`config.mk`:
```
export PLATFORM = sky130hd
export DESIGN_NAME = rational_add_sub_reduce
export DESIGN_NICKNAME = d
export VERILOG_FILES = /design/src/rtl/rasr_pkg.sv /design/src/rtl/rasr_reduce.sv /design/src/rtl/rational_add_sub_reduce.sv
export VERILOG_INCLUDE_DIRS = /design/src /design/src/rtl
export SDC_FILE = /design/constraint.sdc
export NUM_CORES = 2
export LEC_CHECK = 0
export BUFFER_PORTS_ARGS = -buffer_cell sky130_fd_sc_hd__buf_2
export CORE_MARGIN = 10
export CORE_UTILIZATION = 56
export DETAILED_ROUTE_END_ITERATION = 12
export GPL_TIMING_DRIVEN = 0
export PLACE_DENSITY = 0.72
export SYNTH_ARGS = -nofsm -noshare
export SYNTH_HDL_FRONTEND = slang
export SYNTH_SLANG_ARGS = --single-unit
```
`constraint.sdc`:
```
create_clock -name i_clk -period 31.4 [get_ports i_clk]
set_input_delay 3.14 -clock i_clk [delete_from_list [all_inputs] [get_ports i_clk]]
set_output_delay 3.14 -clock i_clk [all_outputs]
set_load 0.005 [all_outputs]
```
`src/rtl/rational_add_sub_reduce_macros.svh`:
```
// Assertion macros shared by the rational add, subtract and reduce block.
`ifndef RATIONAL_ADD_SUB_REDUCE_MACROS_SVH
`define RATIONAL_ADD_SUB_REDUCE_MACROS_SVH

// Same-cycle implication, checked on every clock outside reset.
`define RASR_ASSERT_NOW(lbl, ante, cons) \
    lbl: assert property (@(posedge i_clk) disable iff (!i_rst_n) (ante) |-> (cons)) \
        else $error("assertion failed");

// Next-cycle implication, checked on every clock outside reset.
`define RASR_ASSERT_NEXT(lbl, ante, cons) \
    lbl: assert property (@(posedge i_clk) disable iff (!i_rst_n) (ante) |=> (cons)) \
        else $error("assertion failed");

`endif

```
`src/rtl/rasr_pkg.sv`:
```
// Package with the shared types and codes of the rational add, subtract and reduce block.
package rasr_pkg;

    // Operation kinds.
    localparam logic [1:0] KIND_NORM = 2'd0;
    localparam logic [1:0] KIND_ADD  = 2'd1;
    localparam logic [1:0] KIND_SUB  = 2'd2;
    localparam logic [1:0] KIND_EQ   = 2'd3;

    // Status codes.
    localparam logic [1:0] ST_OK   = 2'd0;
    localparam logic [1:0] ST_ZERO = 2'd1;
    localparam logic [1:0] ST_OVF  = 2'd2;

    // Sequencer states of the top level.
    typedef enum logic [3:0] {
        S_IDLE,
        S_RA_GO,
        S_RA_WT,
        S_RB_GO,
        S_RB_WT,
        S_EQ,
        S_MUL,
        S_COMB,
        S_RR_GO,
        S_RR_WT,
        S_FIT,
        S_OUT
    } t_seq_state;

    // States of the reduction unit.
    typedef enum logic [2:0] {
        R_IDLE,
        R_GCD,
        R_SHL,
        R_DIV,
        R_DONE
    } t_red_state;

    // Status of the reduction unit seen by the sequencer.
    typedef struct packed {
        logic busy;
        logic done;
    } t_red_stat;

endpackage

```
`src/rtl/rasr_reduce.sv`:
```
// Reduction unit: binary GCD one step a cycle, then bit-serial exact division of both parts.
module rasr_reduce #(
    parameter int DW = 64
) (
    input  logic                i_clk,
    input  logic                i_rst_n,
    input  logic                i_start,
    input  logic [DW-1:0]       i_mag,
    input  logic [DW-1:0]       i_den,
    output rasr_pkg::t_red_stat o_stat,
    output logic [DW-1:0]       o_mag,
    output logic [DW-1:0]       o_den
);

    localparam int KW = $clog2(DW + 1);
    localparam int CW = $clog2(DW);

    rasr_pkg::t_red_state r_state, n_state;

    logic [DW-1:0] r_x, r_y, r_g;
    logic [DW-1:0] r_m, r_d;
    logic [DW-1:0] r_rm, r_rd;
    logic [KW-1:0] r_k;
    logic [CW-1:0] r_cnt;

    logic [DW:0] w_tm, w_td;
    logic        w_qm, w_qd;

    // Trial subtraction for both dividends against the common divisor.
    always_comb begin
        w_tm = {r_rm, r_m[DW-1]};
        w_td = {r_rd, r_d[DW-1]};
        w_qm = (w_tm >= {1'b0, r_g});
        w_qd = (w_td >= {1'b0, r_g});
    end

    // Next state.
    always_comb begin
        n_state = r_state;
        case (r_state)
            rasr_pkg::R_IDLE: begin
                if (i_start) begin
                    n_state = (i_mag == '0) ? rasr_pkg::R_DONE : rasr_pkg::R_GCD;
                end
            end
            rasr_pkg::R_GCD: begin
                if (r_x == r_y) begin
                    n_state = rasr_pkg::R_SHL;
                end
            end
            rasr_pkg::R_SHL: begin
                if (r_k == '0) begin
                    n_state = rasr_pkg::R_DIV;
                end
            end
            rasr_pkg::R_DIV: begin
                if (r_cnt == CW'(DW - 1)) begin
                    n_state = rasr_pkg::R_DONE;
                end
            end
            rasr_pkg::R_DONE: n_state = rasr_pkg::R_IDLE;
            default:          n_state = rasr_pkg::R_IDLE;
        endcase
    end

    // Outputs.
    always_comb begin
        o_stat.busy = (r_state != rasr_pkg::R_IDLE);
        o_stat.done = (r_state == rasr_pkg::R_DONE);
        o_mag       = r_m;
        o_den       = r_d;
    end

    // State register.
    always_ff @(posedge i_clk) begin
        if (!i_rst_n) begin
            r_state <= rasr_pkg::R_IDLE;
        end else begin
            r_state <= n_state;
        end
    end

    // Datapath.
    always_ff @(posedge i_clk) begin
        case (r_state)
            rasr_pkg::R_IDLE: begin
                if (i_start) begin
                    r_x <= i_mag;
                    r_y <= i_den;
                    r_k <= '0;
                    if (i_mag == '0) begin
                        r_m <= '0;
                        r_d <= DW'(1);
                    end else begin
                        r_m <= i_mag;
                        r_d <= i_den;
                    end
                end
            end
            rasr_pkg::R_GCD: begin
                if (r_x == r_y) begin
                    r_g <= r_x;
                end else if (!r_x[0] && !r_y[0]) begin
                    r_x <= r_x >> 1;
                    r_y <= r_y >> 1;
                    r_k <= r_k + KW'(1);
                end else if (!r_x[0]) begin
                    r_x <= r_x >> 1;
                end else if (!r_y[0]) begin
                    r_y <= r_y >> 1;
                end else if (r_x > r_y) begin
                    r_x <= r_x - r_y;
                end else begin
                    r_y <= r_y - r_x;
                end
            end
            rasr_pkg::R_SHL: begin
                // Restore the common power of two, then clear the remainders.
                if (r_k != '0) begin
                    r_g <= r_g << 1;
                    r_k <= r_k - KW'(1);
                end
                r_rm  <= '0;
                r_rd  <= '0;
                r_cnt <= '0;
            end
            rasr_pkg::R_DIV: begin
                r_rm  <= w_qm ? DW'(w_tm - {1'b0, r_g}) : w_tm[DW-1:0];
                r_rd  <= w_qd ? DW'(w_td - {1'b0, r_g}) : w_td[DW-1:0];
                r_m   <= {r_m[DW-2:0], w_qm};
                r_d   <= {r_d[DW-2:0], w_qd};
                r_cnt <= r_cnt + CW'(1);
            end
            default: begin
            end
        endcase
    end

endmodule

```
`src/rtl/rational_add_sub_reduce.sv`:
```
// Sequence: a reduction runs a binary GCD, then divides both parts by it; normalize reduces a,
// equality reduces a and b and compares them, add and subtract reduce a and b, form the cross
// products and reduce the 2W-bit sum or difference.
// Throughput: one request at a time; the next request is taken once the sequencer is idle,
// while an earlier result may still wait in the output register.
// Reset (synchronous, active low) empties the sequencer, the reduction unit and the output.
module rational_add_sub_reduce #(
    parameter int WIDTH = 32
) (
    input  logic               i_clk,
    input  logic               i_rst_n,
    input  logic               i_valid,
    output logic               o_stall,
    input  logic [1:0]         i_kind,
    input  logic signed [31:0] i_a_num,
    input  logic signed [31:0] i_a_den,
    input  logic signed [31:0] i_b_num,
    input  logic signed [31:0] i_b_den,
    output logic               o_valid,
    input  logic               i_stall,
    output logic signed [31:0] o_result_num,
    output logic [30:0]        o_result_den,
    output logic               o_is_equal,
    output logic [1:0]         o_status
);

`include "rational_add_sub_reduce_macros.svh"

    localparam int D  = 2 * WIDTH;
    localparam int CW = $clog2(WIDTH);
    localparam logic [D-1:0] LIM = D'(1) << (WIDTH - 1);

    rasr_pkg::t_seq_state r_state, n_state;
    rasr_pkg::t_red_stat  red_stat;

    logic             red_start;
    logic [D-1:0]     red_in_mag, red_in_den, red_mag, red_den;

    logic [1:0]       r_kind;
    logic             r_aneg, r_bneg, r_neg;
    logic [WIDTH-1:0] r_amag, r_aden, r_bmag, r_bden;
    logic [D-1:0]     r_p, r_q, r_d, r_mcp, r_mcq, r_mcd;
    logic [WIDTH-1:0] r_mla, r_mlb;
    logic [CW-1:0]    r_cnt;

    logic [31:0]      r_res_num;
    logic [30:0]      r_res_den;
    logic             r_res_eq;
    logic [1:0]       r_res_st;

    logic             r_ovalid;
    logic [31:0]      r_onum;
    logic [30:0]      r_oden;
    logic             r_oeq;
    logic [1:0]       r_ost;

    logic [WIDTH-1:0] w_an, w_ad, w_bn, w_bd;
    logic [WIDTH-1:0] w_anm, w_adm, w_bnm, w_bdm;
    logic             w_zero, w_accept, w_yn, w_fneg, w_fit;
    logic [D-1:0]     w_fmag, w_fden;
    logic             w_out_zero, w_rr_done;

    // Split the low WIDTH bits of each operand into sign and magnitude.
    always_comb begin
        w_an  = i_a_num[WIDTH-1:0];
        w_ad  = i_a_den[WIDTH-1:0];
        w_bn  = i_b_num[WIDTH-1:0];
        w_bd  = i_b_den[WIDTH-1:0];
        w_anm = w_an[WIDTH-1] ? (WIDTH'(0) - w_an) : w_an;
        w_adm = w_ad[WIDTH-1] ? (WIDTH'(0) - w_ad) : w_ad;
        w_bnm = w_bn[WIDTH-1] ? (WIDTH'(0) - w_bn) : w_bn;
        w_bdm = w_bd[WIDTH-1] ? (WIDTH'(0) - w_bd) : w_bd;
        w_zero = (w_ad == '0) || ((i_kind != rasr_pkg::KIND_NORM) && (w_bd == '0));
    end

    // Sign of b as it enters the sum, and the range check of the final fraction.
    always_comb begin
        w_yn   = (r_bmag != '0) && (r_bneg != (r_kind == rasr_pkg::KIND_SUB));
        w_fmag = (r_kind == rasr_pkg::KIND_NORM) ? D'(r_amag) : red_mag;
        w_fden = (r_kind == rasr_pkg::KIND_NORM) ? D'(r_aden) : red_den;
        w_fneg = (r_kind == rasr_pkg::KIND_NORM) ? r_aneg : (r_neg && (red_mag != '0));
        w_fit  = (w_fden <= LIM - D'(1)) &&
                 (w_fneg ? (w_fmag <= LIM) : (w_fmag <= LIM - D'(1)));
    end

    // Next state.
    always_comb begin
        n_state = r_state;
        case (r_state)
            rasr_pkg::S_IDLE: begin
                if (i_valid) begin
                    n_state = w_zero ? rasr_pkg::S_OUT : rasr_pkg::S_RA_GO;
                end
            end
            rasr_pkg::S_RA_GO: n_state = rasr_pkg::S_RA_WT;
            rasr_pkg::S_RA_WT: begin
                if (red_stat.done) begin
                    n_state = (r_kind == rasr_pkg::KIND_NORM) ? rasr_pkg::S_FIT
                                                              : rasr_pkg::S_RB_GO;
                end
            end
            rasr_pkg::S_RB_GO: n_state = rasr_pkg::S_RB_WT;
            rasr_pkg::S_RB_WT: begin
                if (red_stat.done) begin
                    n_state = (r_kind == rasr_pkg::KIND_EQ) ? rasr_pkg::S_EQ
                                                            : rasr_pkg::S_MUL;
                end
            end
            rasr_pkg::S_EQ: n_state = rasr_pkg::S_OUT;
            rasr_pkg::S_MUL: begin
                if (r_cnt == CW'(WIDTH - 1)) begin
                    n_state = rasr_pkg::S_COMB;
                end
            end
            rasr_pkg::S_COMB:  n_state = rasr_pkg::S_RR_GO;
            rasr_pkg::S_RR_GO: n_state = rasr_pkg::S_RR_WT;
            rasr_pkg::S_RR_WT: begin
                if (red_stat.done) begin
                    n_state = rasr_pkg::S_FIT;
                end
            end
            rasr_pkg::S_FIT: n_state = rasr_pkg::S_OUT;
            rasr_pkg::S_OUT: begin
                if (!r_ovalid || !i_stall) begin
                    n_state = rasr_pkg::S_IDLE;
                end
            end
            default: n_state = rasr_pkg::S_IDLE;
        endcase
    end

    // Control outputs and the operand select of the reduction unit.
    always_comb begin
        o_stall    = (r_state != rasr_pkg::S_IDLE);
        red_start  = (r_state == rasr_pkg::S_RA_GO) || (r_state == rasr_pkg::S_RB_GO) ||
                     (r_state == rasr_pkg::S_RR_GO);
        red_in_mag = r_p;
        red_in_den = r_d;
        case (r_state)
            rasr_pkg::S_RA_GO: begin
                red_in_mag = D'(r_amag);
                red_in_den = D'(r_aden);
            end
            rasr_pkg::S_RB_GO: begin
                red_in_mag = D'(r_bmag);
                red_in_den = D'(r_bden);
            end
            default: begin
            end
        endcase
        w_accept = i_valid && !o_stall;
    end

    rasr_reduce #(
        .DW (D)
    ) u_reduce (
        .i_clk   (i_clk),
        .i_rst_n (i_rst_n),
        .i_start (red_start),
        .i_mag   (red_in_mag),
        .i_den   (red_in_den),
        .o_stat  (red_stat),
        .o_mag   (red_mag),
        .o_den   (red_den)
    );

    // Control registers.
    always_ff @(posedge i_clk) begin
        if (!i_rst_n) begin
            r_state  <= rasr_pkg::S_IDLE;
            r_ovalid <= 1'b0;
        end else begin
            r_state <= n_state;
            if (r_state == rasr_pkg::S_OUT && (!r_ovalid || !i_stall)) begin
                r_ovalid <= 1'b1;
            end else if (!i_stall) begin
                r_ovalid <= 1'b0;
            end
        end
    end

    // Datapath registers.
    always_ff @(posedge i_clk) begin
        case (r_state)
            rasr_pkg::S_IDLE: begin
                if (w_accept) begin
                    r_kind    <= i_kind;
                    r_aneg    <= w_an[WIDTH-1] ^ w_ad[WIDTH-1];
                    r_amag    <= w_anm;
                    r_aden    <= w_adm;
                    r_bneg    <= w_bn[WIDTH-1] ^ w_bd[WIDTH-1];
                    r_bmag    <= w_bnm;
                    r_bden    <= w_bdm;
                    r_res_num <= '0;
                    r_res_den <= 31'(1);
                    r_res_eq  <= 1'b0;
                    r_res_st  <= w_zero ? rasr_pkg::ST_ZERO : rasr_pkg::ST_OK;
                end
            end
            rasr_pkg::S_RA_WT: begin
                if (red_stat.done) begin
                    r_amag <= red_mag[WIDTH-1:0];
                    r_aden <= red_den[WIDTH-1:0];
                    r_aneg <= r_aneg && (red_mag != '0);
                end
            end
            rasr_pkg::S_RB_WT: begin
                if (red_stat.done) begin
                    r_bmag <= red_mag[WIDTH-1:0];
                    r_bden <= red_den[WIDTH-1:0];
                    r_bneg <= r_bneg && (red_mag != '0);
                    // Load the three shift-add multipliers.
                    r_mcp  <= D'(r_amag);
                    r_mcd  <= D'(r_aden);
                    r_mcq  <= D'(red_mag[WIDTH-1:0]);
                    r_mlb  <= red_den[WIDTH-1:0];
                    r_mla  <= r_aden;
                    r_p    <= '0;
                    r_q    <= '0;
                    r_d    <= '0;
                    r_cnt  <= '0;
                end
            end
            rasr_pkg::S_EQ: begin
                r_res_eq <= (r_aneg == r_bneg) && (r_amag == r_bmag) && (r_aden == r_bden);
            end
            rasr_pkg::S_MUL: begin
                // One multiplier bit per cycle for each of the cross products.
                if (r_mlb[0]) begin
                    r_p <= r_p + r_mcp;
                    r_d <= r_d + r_mcd;
                end
                if (r_mla[0]) begin
                    r_q <= r_q + r_mcq;
                end
                r_mcp <= r_mcp << 1;
                r_mcd <= r_mcd << 1;
                r_mcq <= r_mcq << 1;
                r_mlb <= r_mlb >> 1;
                r_mla <= r_mla >> 1;
                r_cnt <= r_cnt + CW'(1);
            end
            rasr_pkg::S_COMB: begin
                // Signed sum in sign and magnitude form.
                if (r_aneg == w_yn) begin
                    r_p   <= r_p + r_q;
                    r_neg <= r_aneg;
                end else if (r_p >= r_q) begin
                    r_p   <= r_p - r_q;
                    r_neg <= r_aneg;
                end else begin
                    r_p   <= r_q - r_p;
                    r_neg <= w_yn;
                end
            end
            rasr_pkg::S_FIT: begin
                if (w_fit) begin
                    r_res_num <= w_fneg ? (32'(0) - 32'(w_fmag[WIDTH-1:0]))
                                        : 32'(w_fmag[WIDTH-1:0]);
                    r_res_den <= 31'(w_fden[WIDTH-1:0]);
                end else begin
                    r_res_st <= rasr_pkg::ST_OVF;
                end
            end
            rasr_pkg::S_OUT: begin
                if (!r_ovalid || !i_stall) begin
                    r_onum <= r_res_num;
                    r_oden <= r_res_den;
                    r_oeq  <= r_res_eq;
                    r_ost  <= r_res_st;
                end
            end
            default: begin
            end
        endcase
    end

    // Output ports.
    assign o_valid      = r_ovalid;
    assign o_result_num = r_onum;
    assign o_result_den = r_oden;
    assign o_is_equal   = r_oeq;
    assign o_status     = r_ost;

    // Terms used by the checks below.
    assign w_out_zero = (o_result_num == 32'sd0) && (o_result_den == 31'd1);
    assign w_rr_done  = (r_state == rasr_pkg::S_RR_WT) && red_stat.done;

    // Checks on the sequencer and the result register.
    `RASR_ASSERT_NOW(a_red_start_idle, red_start, !red_stat.busy)
    `RASR_ASSERT_NOW(a_fail_zero_result, o_valid && (o_status != rasr_pkg::ST_OK), w_out_zero)
    `RASR_ASSERT_NOW(a_equal_ok, o_valid && o_is_equal, o_status == rasr_pkg::ST_OK)
    `RASR_ASSERT_NEXT(a_done_advances, w_rr_done, r_state == rasr_pkg::S_FIT)

endmodule
```
==> impl_metrics.yaml <==
grt:
  grt_pass1_vias: 82108
  grt_overflow_total: 0
  grt_max_degree: 66
  antenna_found_initial: 36
  grt_usage_pct: 38.9
  grt_pass1_wl_mm: 531
sta:
  setup_tns_ns: 0
  finalCritPeriodShare_pct: 21.5
  worst_slew_pin_slew_ns: 1.49
  grt_setup_unrepaired: "no"
  final-hold-violation-count: 0
  clock.fmax_mhz: 148
  finalSetupViolCount: 0
  period_needed_ns: 6.74
  slew_headroom_pct: 0.719
  clock_skew_ns: 0.0576
  report.final.slew_viol_count: 0
critical_path:
  cp.required_ns: 31.84
  worstPathMaxFanout: 63
  startpoint_type: "flop"
  arrival_ns: 7.18
  setup.worst_path.class: "reg2reg"
  crit_path_end_kind: "flop"
synth:
  synth.distinct_cells: 100
  synth_fp_nets: 11183
  synth_top_area_share_pct: 39.0
  synthCells: 10388
  synth_area_leaders: "edfxtp_1, ha_1, nand2_1"
  yosys_warnings: 0
  ys.flop_type: "edfxtp_1"
  syn_area_um2: 90800
  synth-seq-area-share_pct: 39.2
  synth-async-reset-ratio_pct: 0
  yosysTopAreaCell: "edfxtp_1"
  synth_edf_count: 1179
  ys_seq_elements: 1187
  avgSynthCellArea_um2: 8.74
clock_tree:
  cts_tree: "built"
  clk_latency_ns: 0.84
  cts_resized: 0
  numCtsBuffers: 140
  cts.sinks: 1187
  cts_hold_buffers: 0
  cts_root_buf: "clkbuf_16"
  postCtsSetupBuffers: 0
  cts.htree.levels: 4
  cts_buffer_depth: 3
  clkTransAtPathRegs_ns: 0.06
drt:
  remaining_drc_errors: 0
  dr.pass1.iters: 7
  vias_per_cell: 6.66
  via_count: 86849
  wirelength_mm: 365
  ant_nets: 0
  drtIter0Drc: 12175
  post_drt_wl_per_cell_um: 28.0
placed_design:
  port_buffers: 201
  gp_congestion: 1.10
  dp_hpwl_mm: 293
die:
  start_util_pct: 56.4
  die_h_um: 423
  io_pins: 202
  core_um2: 161000
  die_x_um: 423
  dieArea_um2: 179000
  rows: 147
power:
  power.share.clock_pct: 20.7
  powerDensity_nw_per_um2: 84.0
  net-switching-power_mw: 3.93
  leakagePower_nw: 39.8
  combPwrFrac_pct: 48.7
  seq_power_share_pct: 30.6
  switching_share_pct: 46.8
  fin_total_pwr_mw: 8.41
  ir_worst_vdd_v: 0.0000721
  p_int_mw: 4.48
run_status:
  status: "finished with violations"
  violations: "capacitance limit"
final_layout:
  fin_nets: 11553
  multi_input_area_um2: 51200
  regArea_um2: 35600
  drive_gt1_share_pct: 5.34
  fin_util_pct: 62.2
  area_delta_synth_final_pct: 10.2
  final.fill_count: 13976
job:
  maxCapViolCount: 1
hold_path:
  min_path_type: "reg2reg"
==> per-layer routing <==
metal | vias up | wire, um | global-route usage [%]
li1 | 38630 | - | -
met1 | 41454 | 142000 | 51.3
met2 | 5614 | 154000 | 57.9
met3 | 1117 | 44300 | 10.3
met4 | 34 | 24600 | 21.7
met5 | - | 207 | 0
==> cell usage after synthesis, types with 13 or more instances <==
library cell and count:
nor3b_1 44, edfxtp_1 1179, o21bai_1 170, mux2i_1 66, buf_1 38, o31a_1 20
nand2b_1 91, nand3b_1 13, a21o_1 294, o22ai_1 69, or2_2 27, inv_1 520
a211oi_1 107, xnor2_1 347, or3_1 74, o41ai_1 25, o21ai_1 17, o31ai_1 147
and3_1 55, xor2_1 341, or4_1 23, nand3_1 192, nor3_1 169, and4_1 22
o211ai_1 52, o21a_1 61, o21ai_0 693, a21oi_1 1013, buf_2 29, ha_1 650
a31o_2 16, a21boi_0 28, and2_1 138, nor4_1 103, nor2b_1 77, o221ai_1 73
nand4_1 167, nor2_1 891, a221oi_1 75, a31oi_1 101, a211o_1 20, clkbuf_1 487
nand2_1 1425, a221o_1 44
==> final timing paths <==
kind | startpoint | to | slack, ns | depth (start not counted)
setup reg to reg | r_kind[0] | r_res_num[14] | 24.66 | 17
hold / removal | r_res_num[14] | o_result_num[14] | 0.42 | 0
hold reg to reg | r_res_num[14] | o_result_num[14] | 0.42 | 0
setup / recovery | r_kind[0] | r_res_num[14] | 24.66 | 17
==> metrics by stage <==
| step | setup slack, ns | area, um2 | instances | hold slack [ns] |
|---|---|---|---|---|
| after floorplan | 20.46 | 90800 | 10388 | 0.400 |
| after global placement | 14.54 | 94500 | 12749 | 0.403 |
| after detailed placement | 24.32 | 95200 | 12776 | 0.405 |
| after CTS | 24.87 | 100000 | 13028 | 0.418 |
| after global routing | 24.56 | 100000 | 13034 | 0.418 |
| final | 24.66 | 100000 | 13037 | 0.419 |
==> power groups by stage <==
stage                     Sequential, mW  Combinational [mW]  Clock, mW
after floorplan                     2.43                2.59          0
after global placement              2.63                3.83          0
after detailed placement            2.56                3.91          0
after CTS                           2.54                3.94       1.74
after global routing                2.58                4.33       1.80
final                               2.57                4.10       1.74
==> layout make-up <==
class | count | share of cell area (%)
multi-input cells | 8114 | 51.2
clock inverters | 90 | 1.20
clock buffers | 162 | 3.61
repair buffers | 228 | 1.56
flip-flops and latches | 1187 | 35.5
inverters | 525 | 1.97
well taps | 2160 | 2.70
plain buffers | 562 | 2.21
diodes | 9 | 0.0225
==> state kept, by name (all words and copies together), names as in the netlist, 64 cells and up <==
name            cells
r_d                64
r_mcd              64
r_mcp              64
r_mcq              64
r_p                64
r_q                64
u_reduce.o_den     64
u_reduce.o_mag     64
u_reduce.r_g       64
u_reduce.r_rd      64
u_reduce.r_rm      64
u_reduce.r_x       64
u_reduce.r_y       64
==> layout by cell type (no fill, tap or decap), types with 91 or more instances in the layout <==
master	synthesis	routed
nand2_1	1425	1420
a31oi_1	101	101
a211oi_1	107	106
nand4_1	167	167
nor2_1	891	891
clkbuf_1	487	500
inv_1	520	520
nor4_1	103	103
xnor2_1	347	347
o21bai_1	170	170
a21oi_1	1013	1010
ha_1	650	650
a21o_1	294	294
nand3_1	192	192
edfxtp_1	1179	1179
o21ai_0	693	691
o31ai_1	147	147
xor2_1	341	341
nor3_1	169	168
nand2b_1	91	91
and2_1	138	138
clkbuf_16	0	140
buf_2	29	232
==> cells by family after synthesis <==
kind of cell / count (synthesis) / share of synthesized area [%]
compound gates: 3151 / 21.8
mux: 73 / 0.814
fa+ha+maj: 661 / 9.20
buf+inv: 1087 / 4.59
xor+xnor: 688 / 6.63
flops: 1187 / 39.2
simple gates: 3541 / 17.8
==> critical path, stage by stage (launching register included) <==
cell and delay [ns]:
edfxtp_1 0.51, or2_2 0.16, clkbuf_1 0.34, clkbuf_1 0.52, clkbuf_1 0.49, clkbuf_1 0.62
buf_1 0.67, mux2i_1 0.46, ha_1 0.25, nand2b_1 0.17, nor2_1 0.33, nand3_1 0.23
nor2_1 0.24, nand2_1 0.10, nor2_1 0.16, a31o_2 0.23, nand3_1 0.15, nand2_4 0.69
(Power assumes the default switching activity.)
